--- src/sfkh_pkg.sv ---
package sfkh_pkg;

  localparam logic [63:0] FNV_BASIS = 64'hcbf29ce484222325;
  localparam logic [7:0]  CH_HASH   = 8'h23;
  localparam logic [7:0]  CH_NL     = 8'h0a;
  localparam logic [7:0]  CH_SPACE  = 8'h20;
  localparam logic [7:0]  CH_TAB    = 8'h09;
  localparam logic [7:0]  CH_VTAB   = 8'h0b;
  localparam logic [7:0]  CH_FF     = 8'h0c;
  localparam logic [7:0]  CH_CR     = 8'h0d;

  // work handed from the classifier to the hash unit
  typedef struct packed {
    logic       nl_first;  // mix a separator newline before the byte
    logic       mix_byte;  // mix data into the hash
    logic [7:0] data;
    logic       last;      // close the trace after this op
    logic [3:0] frames;    // frame count once this op is done
  } op_t;

  // one fnv-1a step; the prime 2^40 + 2^8 + 0xb3 is a sum of shifts
  function automatic logic [63:0] fnv_mix(logic [63:0] h, logic [7:0] b);
    logic [63:0] x;
    x = h ^ {56'd0, b};
    return (x << 40) + (x << 8) + (x << 7) + (x << 5) + (x << 4) + (x << 1) + x;
  endfunction

endpackage

--- src/sfkh_front.sv ---
module sfkh_front (
  input  logic             clk,
  input  logic             rst_n,
  input  logic             accept,
  input  logic [7:0]       trace_byte,
  input  logic             last_byte,
  input  logic [3:0]       frame_cap,
  output logic             op_push,
  output sfkh_pkg::op_t    op
);

  typedef enum logic [1:0] {
    PH_LEAD  = 2'd0,
    PH_FRAME = 2'd1,
    PH_SKIP  = 2'd2
  } phase_t;

  phase_t     phase_r, phase_nxt;
  logic [3:0] count_r, count_nxt;
  logic       blank;
  logic       nl_first;
  logic       mix_byte;

  assign blank = (trace_byte == sfkh_pkg::CH_SPACE) || (trace_byte == sfkh_pkg::CH_TAB) ||
                 (trace_byte == sfkh_pkg::CH_VTAB)  || (trace_byte == sfkh_pkg::CH_FF)  ||
                 (trace_byte == sfkh_pkg::CH_CR);

  always_comb begin
    phase_nxt = phase_r;
    count_nxt = count_r;
    nl_first  = 1'b0;
    mix_byte  = 1'b0;
    if (trace_byte == sfkh_pkg::CH_NL) begin
      phase_nxt = PH_LEAD;
    end else begin
      case (phase_r)
        PH_LEAD: begin
          if (trace_byte == sfkh_pkg::CH_HASH) begin
            if (count_r < frame_cap) begin
              nl_first  = (count_r != 4'd0);
              mix_byte  = 1'b1;
              count_nxt = count_r + 4'd1;
              phase_nxt = PH_FRAME;
            end else begin
              phase_nxt = PH_SKIP;
            end
          end else if (!blank) begin
            phase_nxt = PH_SKIP;
          end
        end
        PH_FRAME: begin
          mix_byte = 1'b1;
        end
        default: begin
          // skipping to the end of the line
        end
      endcase
    end
  end

  assign op_push     = accept && (mix_byte || last_byte);
  assign op.nl_first = nl_first;
  assign op.mix_byte = mix_byte;
  assign op.data     = trace_byte;
  assign op.last     = last_byte;
  assign op.frames   = count_nxt;

  always_ff @(posedge clk) begin
    if (!rst_n) begin
      phase_r <= PH_LEAD;
      count_r <= 4'd0;
    end else if (accept) begin
      if (last_byte) begin
        phase_r <= PH_LEAD;
        count_r <= 4'd0;
      end else begin
        phase_r <= phase_nxt;
        count_r <= count_nxt;
      end
    end
  end

endmodule

--- src/sfkh_queue.sv ---
module sfkh_queue #(
  parameter int DEPTH = 2
) (
  input  logic          clk,
  input  logic          rst_n,
  input  logic          wr_en,
  input  sfkh_pkg::op_t wr_op,
  output logic          q_full,
  input  logic          rd_en,
  output sfkh_pkg::op_t rd_op,
  output logic          q_empty
);

  localparam int PTR_W = (DEPTH > 1) ? $clog2(DEPTH) : 1;
  localparam int CNT_W = $clog2(DEPTH + 1);

  sfkh_pkg::op_t    mem_r [DEPTH];
  logic [PTR_W-1:0] wr_ptr_r, rd_ptr_r;
  logic [CNT_W-1:0] count_r;
  logic             do_wr, do_rd;

  assign q_full  = (count_r == CNT_W'(DEPTH));
  assign q_empty = (count_r == '0);
  assign do_wr   = wr_en && !q_full;
  assign do_rd   = rd_en && !q_empty;
  assign rd_op   = mem_r[rd_ptr_r];

  always_ff @(posedge clk) begin
    if (do_wr) begin
      mem_r[wr_ptr_r] <= wr_op;
    end
  end

  always_ff @(posedge clk) begin
    if (!rst_n) begin
      wr_ptr_r <= '0;
      rd_ptr_r <= '0;
      count_r  <= '0;
    end else begin
      if (do_wr) begin
        wr_ptr_r <= (wr_ptr_r == PTR_W'(DEPTH - 1)) ? '0 : wr_ptr_r + PTR_W'(1);
      end
      if (do_rd) begin
        rd_ptr_r <= (rd_ptr_r == PTR_W'(DEPTH - 1)) ? '0 : rd_ptr_r + PTR_W'(1);
      end
      if (do_wr && !do_rd) begin
        count_r <= count_r + CNT_W'(1);
      end else if (do_rd && !do_wr) begin
        count_r <= count_r - CNT_W'(1);
      end
    end
  end

endmodule

--- src/sfkh_back.sv ---
module sfkh_back (
  input  logic          clk,
  input  logic          rst_n,
  input  logic          q_empty,
  input  sfkh_pkg::op_t op,
  output logic          q_pop,
  input  logic          out_pop,
  output logic          out_valid,
  output logic [63:0]   out_hash,
  output logic [3:0]    out_frames
);

  logic [63:0] hash_r, hash_nxt;
  logic        nl_done_r;
  logic        out_valid_r;
  logic [63:0] out_hash_r;
  logic [3:0]  out_frames_r;
  logic        need_nl;
  logic        slot_free;
  logic        step;
  logic [7:0]  mix_in;
  logic [63:0] mixed;

  assign need_nl   = op.nl_first && !nl_done_r;
  assign slot_free = !out_valid_r || out_pop;
  // a closing op waits for the result register
  assign step      = !q_empty && (need_nl || !op.last || slot_free);
  assign q_pop     = step && !need_nl;
  assign mix_in    = need_nl ? sfkh_pkg::CH_NL : op.data;
  assign mixed     = sfkh_pkg::fnv_mix(hash_r, mix_in);
  assign hash_nxt  = (need_nl || op.mix_byte) ? mixed : hash_r;

  always_ff @(posedge clk) begin
    if (!rst_n) begin
      hash_r      <= sfkh_pkg::FNV_BASIS;
      nl_done_r   <= 1'b0;
      out_valid_r <= 1'b0;
    end else begin
      if (step && !need_nl && op.last) begin
        out_valid_r <= 1'b1;
      end else if (out_pop && out_valid_r) begin
        out_valid_r <= 1'b0;
      end
      if (step) begin
        if (need_nl) begin
          hash_r    <= hash_nxt;
          nl_done_r <= 1'b1;
        end else begin
          nl_done_r <= 1'b0;
          if (op.last) begin
            hash_r       <= sfkh_pkg::FNV_BASIS;
            out_hash_r   <= hash_nxt;
            out_frames_r <= op.frames;
          end else begin
            hash_r <= hash_nxt;
          end
        end
      end
    end
  end

  assign out_valid  = out_valid_r;
  assign out_hash   = out_hash_r;
  assign out_frames = out_frames_r;

endmodule

--- src/stack_frame_key_hasher.sv ---
// channel   dir  handshake              payload
// input     in   push / full            in_trace_byte[7:0], in_last_byte
// result    out  empty / pop            out_trace_key[63:0], out_frames_found[3:0]
// config    in   psel/penable/pwrite    paddr[2:0], pwdata[31:0] -> prdata[31:0]
//
// at most one byte is taken per cycle while full is low; a '#' that opens any
// frame but the first costs the hash unit a separator newline mix, then the byte,
// the one fnv mixer being the limit
// with the hash unit caught up, a last byte passes the op queue and the result
// register to the out ports, after a newline mix if it opens a later frame
// rst_n is synchronous; the frame cap resets to 3, the hash to the fnv offset basis
// full rises when the op queue fills; the hash unit stalls only when a closing
// op finds the result register still occupied
module stack_frame_key_hasher #(
  parameter int QUEUE_DEPTH = 2
) (
  input  logic        clk,
  input  logic        rst_n,
  // input channel
  input  logic        push,
  output logic        full,
  input  logic [7:0]  in_trace_byte,
  input  logic        in_last_byte,
  // result channel
  output logic        empty,
  input  logic        pop,
  output logic [63:0] out_trace_key,
  output logic [3:0]  out_frames_found,
  // config port
  input  logic        psel,
  input  logic        penable,
  input  logic        pwrite,
  input  logic [2:0]  paddr,
  input  logic [31:0] pwdata,
  output logic [31:0] prdata,
  output logic        pready
);

  logic [3:0]    frame_cap_r;
  logic          in_beat;
  logic          op_push;
  sfkh_pkg::op_t front_op;
  sfkh_pkg::op_t head_op;
  logic          q_full;
  logic          q_empty;
  logic          q_pop;
  logic          out_valid;

  // config register, word 0 only
  assign pready = 1'b1;

  always_ff @(posedge clk) begin
    if (!rst_n) begin
      frame_cap_r <= 4'd3;
    end else if (psel && penable && pwrite && pready && (paddr[2] == 1'b0)) begin
      frame_cap_r <= pwdata[3:0];
    end
  end

  assign prdata = (paddr[2] == 1'b0) ? {28'd0, frame_cap_r} : 32'd0;

  // front: classify bytes into hash ops
  assign full    = q_full;
  assign in_beat = push && !q_full;

  sfkh_front u_front (
    .clk         (clk),
    .rst_n       (rst_n),
    .accept      (in_beat),
    .trace_byte  (in_trace_byte),
    .last_byte   (in_last_byte),
    .frame_cap   (frame_cap_r),
    .op_push     (op_push),
    .op          (front_op)
  );

  // decoupling queue between classifier and hash unit
  sfkh_queue #(
    .DEPTH (QUEUE_DEPTH)
  ) u_queue (
    .clk     (clk),
    .rst_n   (rst_n),
    .wr_en   (op_push),
    .wr_op   (front_op),
    .q_full  (q_full),
    .rd_en   (q_pop),
    .rd_op   (head_op),
    .q_empty (q_empty)
  );

  // back: fnv-1a mixing and the result register
  sfkh_back u_back (
    .clk        (clk),
    .rst_n      (rst_n),
    .q_empty    (q_empty),
    .op         (head_op),
    .q_pop      (q_pop),
    .out_pop    (pop),
    .out_valid  (out_valid),
    .out_hash   (out_trace_key),
    .out_frames (out_frames_found)
  );

  assign empty = !out_valid;

  // a trace with no frames hashes nothing
  a_no_frame_basis: assert property (@(posedge clk) disable iff (!rst_n)
    (!empty && (out_frames_found == 4'd0)) |-> (out_trace_key == sfkh_pkg::FNV_BASIS))
    else $error("frameless result differs from offset basis");

  // frame count stays within the configured cap
  a_frames_in_limit: assert property (@(posedge clk) disable iff (!rst_n)
    !empty |-> (out_frames_found <= frame_cap_r))
    else $error("frames_found exceeds the frame cap");

  // a closing op leaves the queue only when the result register can take it
  a_close_has_slot: assert property (@(posedge clk) disable iff (!rst_n)
    (q_pop && head_op.last) |-> (empty || pop))
    else $error("result register overwritten");

endmodule
--- config.mk ---
export PLATFORM = sky130hd
export DESIGN_NAME = stack_frame_key_hasher
export DESIGN_NICKNAME = d
export VERILOG_FILES = /design/src/sfkh_pkg.sv /design/src/sfkh_front.sv /design/src/sfkh_queue.sv /design/src/sfkh_back.sv /design/src/stack_frame_key_hasher.sv
export SDC_FILE = /design/constraint.sdc
export NUM_CORES = 1
export LEC_CHECK = 0
export BUFFER_PORTS_ARGS = -buffer_cell sky130_fd_sc_hd__buf_4
export CORE_ASPECT_RATIO = 1.2
export CORE_MARGIN = 1.5
export CORE_UTILIZATION = 45
export DETAILED_ROUTE_END_ITERATION = 10
export GPL_TIMING_DRIVEN = 1
export PLACE_DENSITY_LB_ADDON = 0.3
export SYNTH_ARGS = -nofsm -noshare
export SYNTH_HDL_FRONTEND = slang
export SYNTH_HIERARCHICAL = 1
export SYNTH_SLANG_ARGS = --single-unit
--- constraint.sdc ---
create_clock -name clk -period 6.9 [get_ports clk]
set_clock_uncertainty 0.05 [all_clocks]
set_input_delay 0 -clock clk [delete_from_list [all_inputs] [get_ports clk]]
set_output_delay 0 -clock clk [all_outputs]
set_load 0.01 [all_outputs]
* Yosys cells after proc, flatten, opt, wreduce, memory -nomap -nowiden
Memories as Yosys holds them, arrays and structs flattened. A register that Yosys moved wholly into a read port is not among the register bits. Cells that the tools add are included.
Storage, ports and cells: register bits after elaboration 148, bits in writable memories 30, output and inout port bits 103, memories kept 1
Operators by class: $add $sub $neg 11, magnitude comparators 1, equal/unequal tests 10, muxes and demuxes 35, bitwise logic cells 3, reductions and logical operators 39
Memory list:
- u_queue.mem_r | words 2, width 15, rd ports 1, clocked after memory_dff 1, write ports 1, RTL line sfkh_queue.sv:17 | sfkh_pkg::op_t mem_r [DEPTH];
Operators with widths (count):
- $add A64 B64 Y64 | 6
- $mux W64 | 3
- $xor A64 B8 Y64 | 1
- $eq A8 B4 Y1 const B | 5
- $mux W4 | 6
- $eq A8 B6 Y1 const B | 2
- $mux W1 | 16
- $mux W2 | 8
- $logic_and A1 B1 Y1 | 14
- $logic_or A1 B1 Y1 | 9
- $logic_not A1 Y1 | 8
- $mux W8 | 1
- $add A4 B1 Y4 const B | 1
- $logic_not A2 Y1 | 2
- $lt A4 B4 Y1 | 1
- $ne A4 B4 Y1 const B | 1
- $reduce_and A4 Y1 | 1
- $reduce_bool A2 Y1 | 2
- $reduce_bool A4 Y1 | 1
- $reduce_and A3 Y1 | 1
- $reduce_bool A3 Y1 | 1
- $add A1 B1 Y1 const B | 2
- $add A2 B1 Y2 const B | 1
- $eq A2 B1 Y1 const B | 1
- 4 further kinds | 5

* Depth between registers and ports, before layout
Gate-level depths: netlist (run 1).
depth after elaboration 13, mapped depth 26

* Modules after synthesis
Netlist (run 1), hierarchy kept.
Modules (own cells, without submodules):
- sfkh_back | times used 1, cells an instance 1666, area an instance 15439.8 sq um
- sfkh_queue | times used 1, cells an instance 72, area an instance 1316.3 sq um
- sfkh_front | times used 1, cells an instance 90, area an instance 802.0 sq um
- stack_frame_key_hasher | times used 1, cells an instance 55, area an instance 451.7 sq um

* Least setup slack after synthesis (run 1)
No wires, ideal clock.
path type register to register, from register (tool-made name), to register u_back.out_hash_r[62] (netlist: u_back/out_hash[62]) (data pin), setup time 0.266 ns, arrival 6.153 ns, required time 6.584 ns, setup slack 0.431 ns, stages on the path, launching flop included 26, path buffers 2, clock period less this slack 6.469 ns, cell sequence dfxtp_1 > buf_2 > mux2_2 > nand2b_1 > clkbuf_1 > nand2_1 > xnor2_1 > clkinv_1 > xnor2_1 > ha_1 > inv_1 > fa_1 > fa_1 > inv_1 > ha_1 > ha_1 > nand2_1 > or3b_1 > o21ai_0 > o2111ai_1 > a2111oi_0 > o21ai_1 > a31oi_1 > a31oi_1 > xor2_1 > o21ai_1
RTL lines:
- end signal, assigned | RTL line sfkh_back.sv:52 | out_hash_r <= hash_nxt;
- end, declared | RTL line sfkh_back.sv:16 | logic [63:0] out_hash_r;

==> results.json, run 1 <==
{
  "status": "complete, no violations",
  "area_growth_pct": 12.6,
  "cts_tree": "done",
  "yosysUniqueCellTypes": 82,
  "avgSynthCellArea_um2": 9.56,
  "synth-compound-area-share_pct": 12.6,
  "coreArea_mm2": 0.0396,
  "crit_path_end_kind": "flop",
  "cap_violations": 0,
  "ioPinCount": 154,
  "grt_max_degree": 45,
  "wl_met3_um": 3320,
  "synth_top_area_cell": "fa_1",
  "wire_per_inst_um": 19.9,
  "hold_viol_final": 0,
  "clkSinkCount": 179,
  "yosys_warnings": 6,
  "slew_viol_final": 0,
  "io_buffers": 94,
  "synth_seq_cells": 179,
  "period_share_pct": 96.4,
  "seq_area_mm2": 0.00456,
  "crit_type": "flop to flop",
  "wl_met2_um": 25600,
  "fin_nets": 2400,
  "routabilityCongestion": 0.965,
  "cp.required_ns": 7.13,
  "grt_overflow": 0,
  "arrival_ns": 6.88,
  "cts_root_buf": "clkbuf_16",
  "rows": 80,
  "initial_core_util_pct": 45.4,
  "final_util_pct": 51.2,
  "synthTopCellsByArea": "fa_1, edfxtp_1, dfxtp_1",
  "maxSlewHeadroom_pct": 9.04,
  "clk-insertion-delay-late_ns": 0.48,
  "antenna_found_initial": 0,
  "synth_top_area_share_pct": 26.7,
  "dp_slack_ns": 0.0542,
  "synth_top_family_by_area": "adder cells",
  "seq_area_frac_synth_pct": 25.3,
  "routed_wl_um": 50500,
  "top_layer": "met4",
  "multi_input_area_mm2": 0.0117,
  "setup_slack_ns": 0.251,
  "startpoint_type": "flop",
  "track_usage_pct": 25.9,
  "vias_per_cell": 5.37,
  "grt_pass1_vias": 14100,
  "cts_made_buffers": 17,
  "layout-drive-gt1-share_pct": 12.1,
  "netlist_top_cells_count": "inv_1, fa_1, nand2_1",
  "synth_xor_xnor_area_share_pct": 4.62,
  "rrSetupSlack_ns": 0.25,
  "clkSlewWorstSetupHoldPaths_ns": 0.08,
  "hpwl_um": 40200,
  "synthSimpleGateAreaFrac_pct": 10.7,
  "hp-class": "primary input to flop",
  "worst_pin_slew_ns": 1.36,
  "worst-path-max-fanout": 7,
  "drc": 0,
  "synth_edf_count": 98,
  "num_vias": 13700,
  "whs_ns": 0.0188,
  "grt_pass1_wl_um": 79400,
  "min_period_ns": 6.65,
  "wl_met1_um": 19600,
  "yosys_most_used_dff": "edfxtp_1",
  "first_pass_iters": 5,
  "synth_area_mm2": 0.0180,
  "insertedDiodeCount": 0,
  "async_flop_share_pct": 0,
  "postRouteAntennaNets": 0,
  "setup_viol": 0,
  "die-area_mm2": 0.0412,
  "cts.path.max_buffers": 2,
  "cts_max_level": 4,
  "post_cts_buffers": 0,
  "max_freq_ghz": 0.150,
  "yosysMostFrequentCell": "inv_1",
  "synth_mux_area_share_pct": 1.42,
  "syn_inst": 1883,
  "fill_cells": 3737,
  "die_width_um": 186,
  "synth_fa_ha_area_share_pct": 34.6,
  "drt_iter0_drc": 799,
  "dieHeight_um": 222
}
[logic make-up (layout without fill, tap and decap cells)]
group	count (synthesis)	in the layout
buffers and inverters	466	566
AND/OR/NAND/NOR	401	401
flip-flops	179	179
multiplexers	23	23
adder cells (fa/ha/maj)	354	354
XOR/XNOR	95	95
AO/OA/AOI/OAI	363	363
other	2	29
[final cells by class]
type | count | area share, %
Multi-Input combinational cell | 1265 | 57.7
Sequential cell | 179 | 22.5
Timing Repair Buffer | 176 | 6.73
Inverter | 358 | 6.62
Tap cell | 533 | 3.29
Clock buffer | 18 | 2.22
Clock inverter | 14 | 0.907
[final timing paths]
| check | from | endpoint | depth (start not counted) |
|---|---|---|---|
| worst max-delay path | flop | u_back/out_hash[52] | 25 |
| worst min-delay path | penable | frame_cap_r[1] | 3 |
| worst max register to register | flop | u_back/out_hash[52] | 25 |
| worst min register to register | u_back/hash_r[4] | u_back/hash_r[4] | 2 |
[registers in the layout (all words and copies together) (netlist names), named ones only]
register	cells
u_queue/mem_r	30
u_front/count_r	4
u_queue/count_r	2
u_queue/rd_ptr_r	1
u_back/out_hash	64
u_queue/wr_ptr_r	1
u_back/hash_r	64
u_back/out_frames	4
u_back/out_valid	1
u_back/nl_done_r	1
u_front/phase_r	2
frame_cap_r	4
[per-stage QoR]
| stage | cell area (um^2) | cells | TNS (ns) |
|---|---|---|---|
| 2_1_floorplan | 18100 | 1910 | 0 |
| 3_3_place_gp | 19400 | 2493 | 0 |
| 3_5_place_dp | 19400 | 2493 | 0 |
| 4_1_cts | 20200 | 2543 | 0 |
| 5_1_grt | 20300 | 2543 | -0.0130 |
| 6_report | 20300 | 2543 | 0 |
[metal layers]
layer / vias up / track usage (%)
met1: 6737 / 31.7
met5: - / 0
li1: 6301 / -
met3: 102 / 3.88
met4: 0 / 10.5
met2: 527 / 45.2
[repair_timing]
| item | 4_1_cts | 5_1_grt |
|---|---|---|
| setup endpoints to repair | 1 | 30 |
| cloned | 0 | 0 |
| hold buffers | 18 | 0 |
| endpoints found under the hold margin | 33 | 0 |
| gates resized for setup | 1 | 11 |
[cell usage in the layout (no fill, tap or decap), types with 8 or more instances in the layout]
master and instances:
a21o_1 26, nand3_1 32, a211oi_1 8, a31oi_1 17, ha_1 112, nor2_1 95, mux2_2 16, nand4_1 24
nand2b_1 8, o211ai_1 25, o21ai_1 25, xnor2_1 68, nor2b_1 15, o21ai_0 66, nand2_1 152, dlygate4sd3_1 18
conb_1 29, xor2_1 22, o21bai_1 17, o21a_1 12, nor3_1 9, dfxtp_1 81, clkbuf_16 18, o31ai_1 8
and3_1 12, buf_4 158, edfxtp_1 98, and2_1 10, fa_1 240, inv_1 354, a21oi_1 118
[worst max-delay path, cell delays in order (launching register included)]
cell	delay, ns
dfxtp_1	0.36
mux2_2	0.36
nand2b_1	0.16
buf_4	0.14
nand2_1	0.12
xor2_1	0.28
inv_2	0.16
fa_1	0.48
fa_1	0.50
inv_1	0.06
fa_1	0.54
inv_1	0.04
ha_1	0.29
ha_1	0.36
a21o_1	0.18
a21oi_1	0.24
a2111oi_1	0.12
buf_4	0.15
nor2_1	0.24
a21oi_1	0.12
buf_4	0.18
o2111a_1	0.28
o2111ai_1	0.33
a21oi_1	0.21
o21a_1	0.22
o31ai_1	0.25
Power of run 1 is left out: the tool's default activity adds up to more than one toggle a clock period on the data nets, which glitch-free logic cannot reach.
==> inputs of run 2 (changes only) <==
Settings changed: CORE_MARGIN 1.5 to 2.
==> results.json, run 2 (synthesis gave the netlist of run 1 again) <==
{
  "status": "complete, no violations",
  "fin_cells": 2550,
  "hpwl_um": 38800,
  "maxSlewHeadroom_pct": 21.6,
  "r2r-end": "u_back/out_hash[63]",
  "final_cell_mix": "inv_1, fa_1, buf_4, nand2_1, a21oi_1",
  "clkSlewWorstSetupHoldPaths_ns": 0.08,
  "r2r_cells": 23,
  "min_period_ns": 6.59,
  "die_width_um": 187,
  "seq_area_mm2": 0.00456,
  "dieHeight_um": 223,
  "arrival_ns": 6.72,
  "cts_max_level": 4,
  "startpoint_type": "flop",
  "die-area_mm2": 0.0416,
  "io_buffers": 94,
  "cts_made_buffers": 17,
  "cap_violations": 0,
  "postRouteAntennaNets": 0,
  "crit_type": "flop to flop",
  "cts.path.max_buffers": 2,
  "grt_pass1_wl_um": 76700,
  "rsz0062_at_grt": "false",
  "cp-endpoint": "u_back/out_hash[63]",
  "grt_most_used_layer": "met2",
  "fill_cells": 3655,
  "antenna_found_initial": 0,
  "cts_root_buf": "clkbuf_16",
  "routabilityCongestion": 0.943,
  "coreArea_mm2": 0.0396,
  "drt_iter0_drc": 843,
  "crit_path_end_kind": "flop",
  "rrSetupSlack_ns": 0.31,
  "multi_input_area_mm2": 0.0117,
  "drc": 0,
  "max_freq_ghz": 0.152,
  "grt_pass1_vias": 13900,
  "insertedDiodeCount": 0,
  "place_inst": 2498,
  "grt_use_met1_pct": 29.9,
  "slew_viol_final": 0,
  "track_usage_pct": 24.1,
  "grtUsageMet3_pct": 3.16,
  "cp.required_ns": 7.02,
  "area_growth_pct": 13.0,
  "worst-path-max-fanout": 6,
  "hp-class": "primary input to flop",
  "hold_viol_final": 0,
  "setup_viol": 0,
  "rows": 80,
  "wire_per_inst_um": 19.1,
  "grtUsageMet2_pct": 42.2,
  "hold_path_depth": 3,
  "clk-insertion-delay-late_ns": 0.48,
  "layout_commonest_cell": "inv_1",
  "routed_wl_um": 48800,
  "clkSinkCount": 179,
  "worst_pin_slew_ns": 1.17,
  "grt_max_degree": 69,
  "first_pass_iters": 5,
  "period_share_pct": 95.6,
  "layout-drive-gt1-share_pct": 12.6,
  "num_vias": 13600,
  "ioPinCount": 154,
  "initial_core_util_pct": 45.4,
  "grt_overflow": 0,
  "fin_nets": 2407,
  "vias_per_cell": 5.34,
  "whs_ns": 0.0312,
  "cts_tree": "done"
}
[run 2: cell count changes in the layout (fill, tap and decap cells not counted), sizes merged]
cell         change
buf              +6
bufinv           -1
dlygate4sd3      +1
inv              +1
[run 2: layer usage]
layer | vias up | share of wire (%)
met5 | - | 0
met1 | 6769 | 41
met3 | 99 | 4.9
met4 | 0 | 3.8
met2 | 433 | 50
li1 | 6305 | -
[run 2: repair_timing]
item	4_1_cts	5_1_grt
endpoints found under the setup margin	17	33
hold buffers	19	0
endpoints found under the hold margin	39	0
buffers inserted	0	1
pin swaps	0	2
resized for setup	3	15
[run 2: worst min path at each step]
stage                                endpoint  slack [ns]        startpoint
after CTS                      frame_cap_r[1]        0.02           penable
final                          frame_cap_r[1]        0.03           penable
after detailed placement  u_queue/mem_r[0][9]        0.16  in_trace_byte[4]
after floorplan              u_queue/wr_ptr_r        0.07             rst_n
after global routing           frame_cap_r[1]        0.04           penable
after global placement    u_queue/mem_r[0][9]        0.15  in_trace_byte[4]
[run 2: worst max-delay path: stages, from the launching register on]
cell,delay (ns)
dfxtp_1,0.35
mux2_2,0.35
nand2b_1,0.12
buf_4,0.15
nand2_1,0.09
xnor2_2,0.35
buf_4,0.28
fa_1,0.43
inv_1,0.08
fa_1,0.43
fa_1,0.49
inv_1,0.05
fa_1,0.43
ha_1,0.31
nand2_1,0.07
or4_1,0.58
or2_1,0.33
a2111oi_4,0.29
buf_4,0.17
nor3_1,0.07
o31a_1,0.33
o2111ai_2,0.25
xnor2_1,0.17
a21oi_1,0.09
[run 2: area by class of cell]
cell class / count / share of cell area (%)
Multi-Input combinational cell: 1265 / 57.7
Timing Repair Buffer: 183 / 7.05
Tap cell: 533 / 3.28
Clock buffer: 18 / 2.11
Inverter: 358 / 6.60
Sequential cell: 179 / 22.4
Clock inverter: 14 / 0.805
[run 2: through the flow]
step	area (um^2)	worst slack (ns)	util [%]	TNS, ns
after floorplan	18100	0.431	-	0
after global placement	19500	-0.187	49.1	-1.54
after detailed placement	19500	-0.167	49.1	-1.08
after CTS	20300	0.0959	51.1	0
after global routing	20300	0.0367	51.3	0
final	20300	0.307	51.3	0
Power of run 2 is left out for the same reason.
